$ cat config.mk
export PLATFORM = sky130hd
export DESIGN_NAME = timed_pattern_sequencer
export DESIGN_NICKNAME = d
export VERILOG_FILES = /design/src/hdl/tps_pkg.sv /design/src/hdl/tps_table.sv /design/src/hdl/tps_ctrl.sv /design/src/hdl/timed_pattern_sequencer.sv
export SDC_FILE = /design/constraint.sdc
export NUM_CORES = 2
export LEC_CHECK = 0
export ABC_CLOCK_PERIOD_IN_PS = 21100
export BUFFER_PORTS_ARGS = -buffer_cell sky130_fd_sc_hd__buf_2
export CORE_ASPECT_RATIO = 1.5
export CORE_MARGIN = 2
export CORE_UTILIZATION = 55
export DETAILED_ROUTE_END_ITERATION = 7
export GPL_ROUTABILITY_DRIVEN = 0
export PLACE_DENSITY = 0.73
export SLEW_MARGIN = 20
export SYNTH_ARGS = -nofsm -noshare
export SYNTH_HDL_FRONTEND = slang
export SYNTH_HIERARCHICAL = 1
export SYNTH_SLANG_ARGS = --single-unit
export TNS_END_PERCENT = 20
$ cat constraint.sdc
create_clock -name clk -period 21.1 [get_ports clk]
set_input_delay 3.165 -clock clk [delete_from_list [all_inputs] [get_ports clk]]
set_output_delay 3.165 -clock clk [all_outputs]
set_load 0.01 [all_outputs]
$ cat src/hdl/tps_pkg.sv
// Package for the timed pattern sequencer: table geometry, opcodes, status codes,
// configuration register indexes, shared structs and helper functions.
// No dependencies.
package tps_pkg;

    localparam int TABLE_DEPTH = 16;
    localparam int DWELL_BITS  = 32;
    localparam int IDX_W       = $clog2(TABLE_DEPTH);
    localparam int CNT_W       = $clog2(TABLE_DEPTH + 1);
    localparam int VALUE_W     = 32;

    typedef enum logic [2:0] {
        OP_TICK  = 3'd0,
        OP_START = 3'd1,
        OP_STOP  = 3'd2,
        OP_RESET = 3'd3,
        OP_WRITE = 3'd4
    } opcode_t;

    typedef enum logic [1:0] {
        ST_OK         = 2'd0,
        ST_ZERO_DWELL = 2'd1,
        ST_RANGE      = 2'd2
    } status_t;

    typedef enum logic [1:0] {
        CFG_START_INDEX    = 2'd0,
        CFG_ENTRIES_IN_USE = 2'd1,
        CFG_VALUE_BYTES    = 2'd2
    } cfg_index_t;

    typedef struct packed {
        logic [2:0]            opcode;
        logic [3:0]            entry_index;
        logic [VALUE_W-1:0]    entry_value;
        logic [DWELL_BITS-1:0] entry_dwell;
    } item_t;

    typedef struct packed {
        logic [3:0] start_index;
        logic [4:0] entries_in_use;
        logic [2:0] value_bytes;
    } cfg_t;

    typedef struct packed {
        logic                  en;
        logic [IDX_W-1:0]      idx;
        logic [VALUE_W-1:0]    value;
        logic [DWELL_BITS-1:0] dwell;
    } tbl_wr_t;

    typedef struct packed {
        logic [VALUE_W-1:0] drive_value;
        logic               drive_strobe;
        logic [3:0]         current_entry;
        status_t            status;
    } result_t;

    function automatic logic [CNT_W-1:0] eff_count(input logic [4:0] n);
        logic [31:0] n32;
        n32 = 32'(n);
        if (n32 == 32'd0) begin
            return CNT_W'(1);
        end
        if (n32 > 32'(TABLE_DEPTH)) begin
            return CNT_W'(TABLE_DEPTH);
        end
        return CNT_W'(n32);
    endfunction

    function automatic logic [VALUE_W-1:0] value_mask(input logic [2:0] bytes);
        logic [VALUE_W-1:0] m;
        case (bytes)
            3'd0, 3'd1: m = 32'h0000_00FF;
            3'd2:       m = 32'h0000_FFFF;
            3'd3:       m = 32'h00FF_FFFF;
            default:    m = 32'hFFFF_FFFF;
        endcase
        return m;
    endfunction

endpackage

$ cat src/hdl/tps_table.sv
// Pattern table: value and dwell entries with one write port and one read port.
// Depends on tps_pkg.
module tps_table (
    input  logic                           clk,
    input  tps_pkg::tbl_wr_t               wr,
    input  logic [tps_pkg::IDX_W-1:0]      rd_addr,
    output logic [tps_pkg::VALUE_W-1:0]    rd_value,
    output logic [tps_pkg::DWELL_BITS-1:0] rd_dwell
);
    import tps_pkg::*;

    logic [VALUE_W-1:0]    value_reg [TABLE_DEPTH];
    logic [DWELL_BITS-1:0] dwell_reg [TABLE_DEPTH];

    always_ff @(posedge clk)
    begin
        if (wr.en)
        begin
            value_reg[wr.idx] <= wr.value;
            dwell_reg[wr.idx] <= wr.dwell;
        end
    end

    // forward a write that lands on the entry being read
    always_comb
    begin
        if (wr.en && (wr.idx == rd_addr))
        begin
            rd_value = wr.value;
            rd_dwell = wr.dwell;
        end
        else
        begin
            rd_value = value_reg[rd_addr];
            rd_dwell = dwell_reg[rd_addr];
        end
    end

endmodule

$ cat src/hdl/tps_ctrl.sv
// Sequencer state and per-word decision logic: active entry, dwell count,
// run flag, driven value. Depends on tps_pkg and tps_table.
module tps_ctrl (
    input  logic             clk,
    input  logic             rst_n,
    input  logic             fire,
    input  tps_pkg::item_t   item,
    input  tps_pkg::cfg_t    cfg,
    output tps_pkg::result_t res
);
    import tps_pkg::*;

    logic [IDX_W-1:0]      active_reg, active_next;
    logic [DWELL_BITS-1:0] dwell_reg, dwell_next;
    logic                  running_reg, running_next;
    logic [VALUE_W-1:0]    driven_reg, driven_next;

    logic [CNT_W-1:0]      count;
    logic                  start_ok;
    logic                  widx_ok;
    logic [CNT_W-1:0]      inc_idx;
    logic [IDX_W-1:0]      wrap_idx;
    logic [IDX_W-1:0]      rd_addr;
    logic [VALUE_W-1:0]    rd_value;
    logic [DWELL_BITS-1:0] rd_dwell;
    logic                  load;
    logic                  redrive;
    logic                  strobe;
    status_t               status;
    tbl_wr_t               wr;

    tps_table u_table (
        .clk      (clk),
        .wr       (wr),
        .rd_addr  (rd_addr),
        .rd_value (rd_value),
        .rd_dwell (rd_dwell)
    );

    assign count    = eff_count(cfg.entries_in_use);
    assign start_ok = 32'(cfg.start_index) < 32'(count);
    assign widx_ok  = 32'(item.entry_index) < 32'(count);
    assign inc_idx  = CNT_W'(active_reg) + CNT_W'(1);
    assign wrap_idx = (inc_idx >= count) ? '0 : IDX_W'(inc_idx);

    always_comb
    begin
        rd_addr      = active_reg;
        load         = 1'b0;
        redrive      = 1'b0;
        running_next = running_reg;
        status       = ST_OK;
        wr.en        = 1'b0;
        wr.idx       = IDX_W'(item.entry_index);
        wr.value     = item.entry_value;
        wr.dwell     = item.entry_dwell;
        dwell_next   = dwell_reg;
        case (item.opcode)
            OP_TICK:
            begin
                if (running_reg)
                begin
                    if (dwell_reg <= DWELL_BITS'(1))
                    begin
                        rd_addr = wrap_idx;
                        load    = 1'b1;
                    end
                    else
                    begin
                        dwell_next = dwell_reg - DWELL_BITS'(1);
                    end
                end
            end
            OP_START, OP_RESET:
            begin
                if (!start_ok)
                begin
                    status = ST_RANGE;
                end
                else
                begin
                    rd_addr = IDX_W'(cfg.start_index);
                    load    = 1'b1;
                    if (item.opcode == OP_START)
                    begin
                        running_next = 1'b1;
                    end
                end
            end
            OP_STOP:
            begin
                running_next = 1'b0;
            end
            OP_WRITE:
            begin
                if (!widx_ok)
                begin
                    status = ST_RANGE;
                end
                else if (item.entry_dwell == '0)
                begin
                    status = ST_ZERO_DWELL;
                end
                else
                begin
                    wr.en = fire;
                    if (running_reg)
                    begin
                        redrive = 1'b1;
                    end
                    else if (start_ok)
                    begin
                        rd_addr = IDX_W'(cfg.start_index);
                        load    = 1'b1;
                    end
                end
            end
            default:
            begin
                status = ST_OK;
            end
        endcase
    end

    always_comb
    begin
        active_next = active_reg;
        driven_next = driven_reg;
        strobe      = 1'b0;
        if (load)
        begin
            active_next = rd_addr;
            driven_next = rd_value & value_mask(cfg.value_bytes);
            strobe      = 1'b1;
        end
        else if (redrive)
        begin
            driven_next = rd_value & value_mask(cfg.value_bytes);
            strobe      = 1'b1;
        end
    end

    always_ff @(posedge clk or negedge rst_n)
    begin
        if (!rst_n)
        begin
            active_reg  <= '0;
            dwell_reg   <= '0;
            running_reg <= 1'b0;
            driven_reg  <= '0;
        end
        else if (fire)
        begin
            active_reg  <= active_next;
            dwell_reg   <= load ? rd_dwell : dwell_next;
            running_reg <= running_next;
            driven_reg  <= driven_next;
        end
    end

    assign res.drive_value   = driven_next;
    assign res.drive_strobe  = strobe;
    assign res.current_entry = 4'(active_next);
    assign res.status        = status;

endmodule

$ cat src/hdl/timed_pattern_sequencer.sv
// Top level of the timed pattern sequencer: input word register, configuration
// registers, result register and handshakes. Depends on tps_pkg and tps_ctrl.
//
//  channel | direction | handshake              | payload
//  --------+-----------+------------------------+--------------------------------------
//  in      | in        | in_valid / in_stall    | opcode, entry_index, entry_value,
//          |           |                        | entry_dwell
//  out     | out       | out_valid / out_stall  | drive_value, drive_strobe,
//          |           |                        | current_entry, status
//  cfg     | in        | cfg_write_en           | cfg_index, cfg_data
//
// One word per cycle sustained while out_stall is low. A word accepted into the input
// register is worked on from there, and its result is loaded into the result register
// when the word fires; the table read is combinational and adds no register.
// Reset clears the sequencer state, resets configuration; table contents stay unknown.
// out_stall holds a valid result register and, once the input register is full, in_stall.
module timed_pattern_sequencer (
    input  logic                           clk,
    input  logic                           rst_n,
    input  logic                           in_valid,
    output logic                           in_stall,
    input  logic [2:0]                     opcode,
    input  logic [3:0]                     entry_index,
    input  logic [tps_pkg::VALUE_W-1:0]    entry_value,
    input  logic [tps_pkg::DWELL_BITS-1:0] entry_dwell,
    output logic                           out_valid,
    input  logic                           out_stall,
    output logic [tps_pkg::VALUE_W-1:0]    drive_value,
    output logic                           drive_strobe,
    output logic [3:0]                     current_entry,
    output logic [1:0]                     status,
    input  logic                           cfg_write_en,
    input  logic [1:0]                     cfg_index,
    input  logic [4:0]                     cfg_data
);
    import tps_pkg::*;

    logic    in_valid_reg;
    item_t   item_reg;
    logic    out_valid_reg;
    result_t out_reg;
    result_t res;
    cfg_t    cfg_reg;
    logic    advance;
    logic    fire;
    logic    accept;

    assign advance  = !out_valid_reg || !out_stall;
    assign fire     = in_valid_reg && advance;
    assign in_stall = in_valid_reg && !advance;
    assign accept   = in_valid && !in_stall;

    always_ff @(posedge clk or negedge rst_n)
    begin
        if (!rst_n)
        begin
            cfg_reg.start_index    <= 4'd0;
            cfg_reg.entries_in_use <= 5'd1;
            cfg_reg.value_bytes    <= 3'd4;
        end
        else if (cfg_write_en)
        begin
            case (cfg_index)
                CFG_START_INDEX:    cfg_reg.start_index    <= cfg_data[3:0];
                CFG_ENTRIES_IN_USE: cfg_reg.entries_in_use <= cfg_data;
                CFG_VALUE_BYTES:    cfg_reg.value_bytes    <= cfg_data[2:0];
                default:            cfg_reg                <= cfg_reg;
            endcase
        end
    end

    always_ff @(posedge clk or negedge rst_n)
    begin
        if (!rst_n)
        begin
            in_valid_reg <= 1'b0;
        end
        else if (accept)
        begin
            in_valid_reg <= 1'b1;
        end
        else if (fire)
        begin
            in_valid_reg <= 1'b0;
        end
    end

    always_ff @(posedge clk)
    begin
        if (accept)
        begin
            item_reg.opcode      <= opcode;
            item_reg.entry_index <= entry_index;
            item_reg.entry_value <= entry_value;
            item_reg.entry_dwell <= entry_dwell;
        end
    end

    tps_ctrl u_ctrl (
        .clk   (clk),
        .rst_n (rst_n),
        .fire  (fire),
        .item  (item_reg),
        .cfg   (cfg_reg),
        .res   (res)
    );

    always_ff @(posedge clk or negedge rst_n)
    begin
        if (!rst_n)
        begin
            out_valid_reg <= 1'b0;
        end
        else if (fire)
        begin
            out_valid_reg <= 1'b1;
        end
        else if (!out_stall)
        begin
            out_valid_reg <= 1'b0;
        end
    end

    always_ff @(posedge clk)
    begin
        if (fire)
        begin
            out_reg <= res;
        end
    end

    assign out_valid     = out_valid_reg;
    assign drive_value   = out_reg.drive_value;
    assign drive_strobe  = out_reg.drive_strobe;
    assign current_entry = out_reg.current_entry;
    assign status        = out_reg.status;

    a_strobe_ok: assert property (@(posedge clk) disable iff (!rst_n)
        out_valid && drive_strobe |-> status == ST_OK)
        else $error("strobe raised on a refused word");

    a_stall_full: assert property (@(posedge clk) disable iff (!rst_n)
        in_stall |-> in_valid_reg && out_valid_reg)
        else $error("input stalled with room to advance");

    a_fire_out: assert property (@(posedge clk) disable iff (!rst_n)
        fire |=> out_valid)
        else $error("processed word produced no result");

endmodule

; Word-level counts from Yosys, hierarchy flattened
; Memory sizes are Yosys's and may differ from the RTL's.
; Cells that the tools add are included.
[totals]
ff_bits = 193
latch_bits = 0
ram_bits = 1024
romBits = 0
in_bits = 83
out_inout_bits = 41
elab_cells = 123
n_memories = 2
[classes]
add_sub_neg = 2
multipliers = 0
n_div = 0
order_cmp = 5
eq_ne = 14
shift = 0
muxes = 56
n_bitwise = 2
n_reduce_logical = 25
[mem_list]
columns = memory, words, width, read_ports, rd_ports_with_merged_regs, wr, line
row1 = u_ctrl.u_table.dwell_reg, 16, 32, 1, 0, 1, tps_table.sv:13  ; logic [DWELL_BITS-1:0] dwell_reg [TABLE_DEPTH];
row2 = u_ctrl.u_table.value_reg, 16, 32, 1, 0, 1, tps_table.sv:12  ; logic [VALUE_W-1:0] value_reg [TABLE_DEPTH];
[ops]
columns = cell, count
row1 = $mux W32, 11
row2 = $pmux W32 S3, 1
row3 = $and A32 B32 Y32, 2
row4 = $le A32 B1 Y1 const B, 1
row5 = $logic_not A32 Y1, 1
row6 = $mux W4, 8
row7 = $sub A32 B1 Y32 const B, 1
row8 = $mux W1, 26
row9 = $mux W5, 4
row10 = $eq A3 B2 Y1 const B, 4
row11 = $pmux W4 S3, 1
row12 = $lt A4 B5 Y1, 2
row13 = $ne A2 B1 Y1 const B, 4
row14 = $reduce_and A4 Y1, 2
row15 = $reduce_bool A2 Y1, 4
row16 = $eq A3 B1 Y1 const B, 2
row17 = $logic_not A3 Y1, 2
row18 = $reduce_and A2 Y1, 3
row19 = $add A4 B1 Y5 const B, 1
row20 = $ge A5 B5 Y1, 1
row21 = $gt A5 B5 Y1 const B, 1
row22 = $logic_not A5 Y1, 1
row23 = $eq A4 B4 Y1, 1
row24 = $logic_and A1 B1 Y1, 4
row25 = 11 further kinds, 16

; Depth between registers and ports, before layout
[logic_depth]
word_depth = 17
ltp_mapped = 21
depth_no_buf = 18

; By module
; The synthesis kept the hierarchy.
[modules_own_cells]
columns = mod, instances, cells_each, area_per_inst_um2, seq_area_each_um2
row1 = tps_table, 1, 1660, 39080.0, 30749.5
row2 = tps_ctrl, 1, 543, 4624.4, 1726.7
row3 = timed_pattern_sequencer, 1, 145, 3861.2, 3656.0

; Worst setup path before layout
; Ideal clock, no wire load.
[synth_path]
kind = in2reg
start = input out_stall
end = memory u_ctrl.u_table.dwell_reg[0][0] (enable)
setup_ns = 0.565
arrival_time_ns = 12.043
t_required_ns = 20.535
slack_ns = 8.492
stages = 6
path_buffers = 1
path_cell_list = a21boi_0 clkbuf_1 inv_1 nor4_1 or3b_2 nor3_1
[synth_lines]
columns = element, line
row1 = from (decl), timed_pattern_sequencer.sv:27  ; input logic out_stall,
row2 = to (decl), tps_table.sv:13

; Worst setup path after layout
[layout_path]
start = register u_ctrl.dwell_reg[10]
end = register u_ctrl.dwell_reg[0]
[layout_between]
elab_chain_len = 8
word_cells_on_any_way = 16
cone_classes = 1 x order compare / 2 x eq/ne / 8 x mux / 4 x reduce/logical / 1 x memory
[layout_lines]
columns = element, line
row1 = from (decl), tps_ctrl.sv:14  ; logic [DWELL_BITS-1:0] dwell_reg, dwell_next;
row2 = from (signal assigned), tps_ctrl.sv:155  ; dwell_reg <= load ? rd_dwell : dwell_next;
row3 = $le A32 B1 Y1 *, tps_ctrl.sv:63  ; if (dwell_reg <= DWELL_BITS'(1))
row4 = $mux W4 *, tps_ctrl.sv:63
row5 = $mux W4 *, tps_ctrl.sv:61  ; if (running_reg)
row6 = $pmux W4 S3 *, tps_ctrl.sv:58  ; case (item.opcode)
row7 = net u_ctrl.rd_addr[1], tps_ctrl.sv:23  ; logic [IDX_W-1:0] rd_addr;
row8 = branches (longest 2 deep; another with $mem_v2 Z16 W32), --
row9 = $mux W32 *, tps_table.sv:27  ; if (wr.en && (wr.idx == rd_addr))
row10 = net u_ctrl.rd_dwell[0], tps_ctrl.sv:25  ; logic [DWELL_BITS-1:0] rd_dwell;
row11 = $mux W32 *, tps_ctrl.sv:155
; Mark *: on every way through the listed nets, which the timed path passes.
; A chain may end at the register's enable or synchronous reset.

==> results.py <==
metrics = {
    "run_status": {
        "outcome": "finished, final reports clean",
    },
    "worst_setup_path": {
        "cp.required_ps": 21670,
        "r2r_slack_ps": 14060,
        "critPathTopFamily": "simple AND/OR/NAND/NOR gates",
        "crit_cells": 16,
        "end_kind": "flip-flop",
        "crit_path_max_fanout": 134,
        "cp.arrival_ps": 7610,
        "crit-reg2reg-launch": "u_ctrl/dwell_reg[10]$_DFFE_PN0P_",
        "worst-r2r-cell-count": 16,
        "cp_num_buf_inv": 2,
        "reg2reg_to": "u_ctrl/dwell_reg[0]$_DFFE_PN0P_",
        "startpoint_type": "flip-flop",
        "critical_path_class": "reg -> reg",
        "path_cells": "nor4_2 -> and4bb_1 -> and2_2 -> nand3_2 -> nor3_1 -> a21oi_1 -> nand2_4 -> buf_4 -> buf_12 -> mux4_2 -> a22oi_1 -> nand2_1 -> mux2_2 -> o311a_1 -> a31oi_1 -> o21ai_0",
        "max_stage_delay_ps": 840,
        "crit_path_top_delay_cell": "buf_4",
    },
    "synthesis": {
        "ys_seq_area_frac": 0.760,
        "synth_top_area_share": 0.716,
        "synth_area_leaders": "edfxtp_1 72%, mux4_2 12%, dfrtp_1 4.3%",
        "synth-edff-count": 1134,
        "ys_types": 74,
        "syn-instance-count": 2348,
        "syn-num-nets": 2445,
        "synth_common_cells": "1134 x edfxtp_1, 257 x mux4_2, 144 x nand2_1, 128 x a22oi_1, 84 x mux2_2",
        "synth-main-ff-cell": "edfxtp_1",
        "netlist_area_um2": 47600,
        "ys_warn_count": 6,
        "yosys.area.top_type": "edfxtp_1",
        "synth_most_common_cell": "edfxtp_1",
        "async_flop_share": 0.0682,
        "syn_area_per_cell_um2": 20.3,
        "ys_ff_latch": 1217,
    },
    "floorplanning": {
        "die-area_um2": 88900,
        "ios": 124,
        "die_w_um": 244,
        "num_rows": 132,
        "core_area_um2": 86000,
        "initial_utilization": 0.553,
        "die_h_um": 364,
    },
    "finish": {
        "synthToLayoutAreaGrowth_pct": 11.8,
        "fin_nets": 2621,
        "fin_area_um2": 53200,
        "drive_above_1_share": 0.280,
        "antennaDiodeCount": 0,
    },
    "clock_tree": {
        "cts_sinks": 1217,
        "cts_buffer_depth": 3,
        "cts_buffers": 109,
        "path_clk_slew_ps": 60,
        "cts.htree.levels": 3,
        "cts_tree": "done",
        "cts_setup_buffers": 0,
        "ctsResizeCount": 0,
        "ctsHoldBuffers": 0,
        "clkLatencyLatePin_ps": 710,
        "cts-root-buf": "clkbuf_16",
    },
    "sta": {
        "report.final.slew_viol_count": 0,
        "setup_tns_ps": 0,
        "worst_pin_slew_ps": 1150,
        "finClkSkew_ps": 25.7,
        "period_minus_slack_ps": 7040,
        "finalSetupViolations": 0,
        "fmax_mhz": 142,
        "finalCritPeriodShare": 0.334,
        "rsz0062_at_grt": "false",
        "maxSlewHeadroom": 0.234,
        "final-hold-violation-count": 0,
    },
    "global_routing": {
        "overflow": 0,
        "grt_usage": 0.255,
        "grt_pass1_wl_um": 164000,
        "grt_max_degree": 135,
        "antenna_found_initial": 1,
        "first_global_vias": 25127,
    },
    "hold_path": {
        "hold_class": "reg -> reg",
        "holdPathStages": 1,
        "worstHoldStart": "u_ctrl/dwell_reg[30]$_DFFE_PN0P_",
        "holdPathEnd": "u_ctrl/dwell_reg[30]$_DFFE_PN0P_",
    },
    "place": {
        "dp_hpwl_um": 63000,
        "io_buffer_count": 123,
        "placed_area_um2": 49800,
    },
    "job": {
        "cap_violations": 0,
    },
    "drt": {
        "viasPerCell": 6.47,
        "drc": 0,
        "first_pass_iters": 5,
        "routed_wl_um": 112000,
        "vias": 24244,
        "ant_nets": 0,
        "wl_per_cell_um": 29.9,
        "drt_iter0_drc": 2239,
    },
    "power_and_ir_drop": {
        "power_mw": 6.14,
        "irDropWorstVdd_mv": 0.101,
        "powerDensity_nw_per_um2": 115,
        "cellLeakagePower_nw": 17.5,
    },
}
==> cell type report <==
cell class | instances | area, um^2
sequential | 1217 | 36100
fill | 5839 | 32900
multi-input combinational | 977 | 10900
clock buffer | 131 | 2840
tap | 1139 | 1430
timing repair buffer | 182 | 1150
clock inverter | 62 | 573
inverter | 37 | 139
==> cell usage in the layout (no fill, tap or decap), types with 5 or more instances in the layout <==
master,netlist,layout
nand4_1,5,5
bufinv_16,0,8
a22oi_1,128,128
ha_1,14,14
edfxtp_1,1134,1134
clkbuf_1,50,20
nor2_1,51,38
nor4_1,15,15
o21ai_0,47,47
and3_1,7,7
clkbuf_16,0,110
clkinv_1,0,19
dfrtp_1,81,81
mux2i_1,26,26
and2_1,7,5
clkinv_2,0,24
nor3_2,1,5
mux4_2,257,257
o211ai_1,5,5
a211oi_1,9,9
nor3_1,25,21
nor2_4,0,13
a31oi_1,5,5
mux2_2,84,84
nand3_1,24,24
mux2_4,6,6
inv_1,37,37
a21oi_1,30,29
nand2b_1,7,6
nand2_1,144,143
buf_4,16,51
buf_2,26,122
==> metal layers <==
layer | vias to the layer above | wire (um) | track usage
li1 | 10011 | - | -
met1 | 12815 | 40400 | 0.314
met2 | 1185 | 58900 | 0.450
met3 | 233 | 7930 | 0.0375
met4 | 0 | 4690 | 0.114
met5 | - | 0 | 0
==> worst max path at each step <==
stage | from | end | slack (ps)
after floorplan | out_stall | u_ctrl/u_table/dwell_reg[0][0]$_DFFE_PP_ | 8490
after global placement | cfg_reg[7]$_DFFE_PN0P_ | u_ctrl/dwell_reg[0]$_DFFE_PN0P_ | 14120
after detailed placement | item_reg[10]$_DFFE_PP_ | u_ctrl/dwell_reg[0]$_DFFE_PN0P_ | 14050
after CTS | cfg_reg[7]$_DFFE_PN0P_ | u_ctrl/dwell_reg[0]$_DFFE_PN0P_ | 14090
after global routing | cfg_reg[7]$_DFFE_PN0P_ | u_ctrl/dwell_reg[0]$_DFFE_PN0P_ | 13460
final | u_ctrl/dwell_reg[10]$_DFFE_PN0P_ | u_ctrl/dwell_reg[0]$_DFFE_PN0P_ | 14060
==> metrics by stage <==
stage / hold WS, ps / util / std cells / setup slack (ps)
after floorplan: 442 / - / 2348 / 8490
after global placement: 468 / 0.578 / 3550 / 14120
after detailed placement: 479 / 0.578 / 3552 / 14050
after CTS: 487 / 0.618 / 3745 / 14090
after global routing: 518 / 0.618 / 3745 / 13460
final: 487 / 0.618 / 3745 / 14060
==> kinds of logic (layout without fill, tap and decap cells) <==
family                   count (synthesis)  after routing  share of synthesized area
buffers and inverters                  154            412                     0.0146
XOR/XNOR                                 8              8                    0.00147
AND/OR/NAND/NOR                        317            317                     0.0327
flip-flops                            1217           1217                      0.760
AO/OA/AOI/OAI                          263            263                     0.0385
multiplexers                           375            375                      0.149
adder cells (fa/ha/maj)                 14             14                    0.00368
==> where the power goes <==
| group | leakage (nW) | switching [mW] | internal [mW] |
|---|---|---|---|
| Combinational | 4.52 | 0.729 | 0.640 |
| Clock | 1.68 | 0.849 | 1.06 |
| Sequential | 11.3 | 0.108 | 2.75 |
No activity file was read; power rests on OpenSTA's default activity.
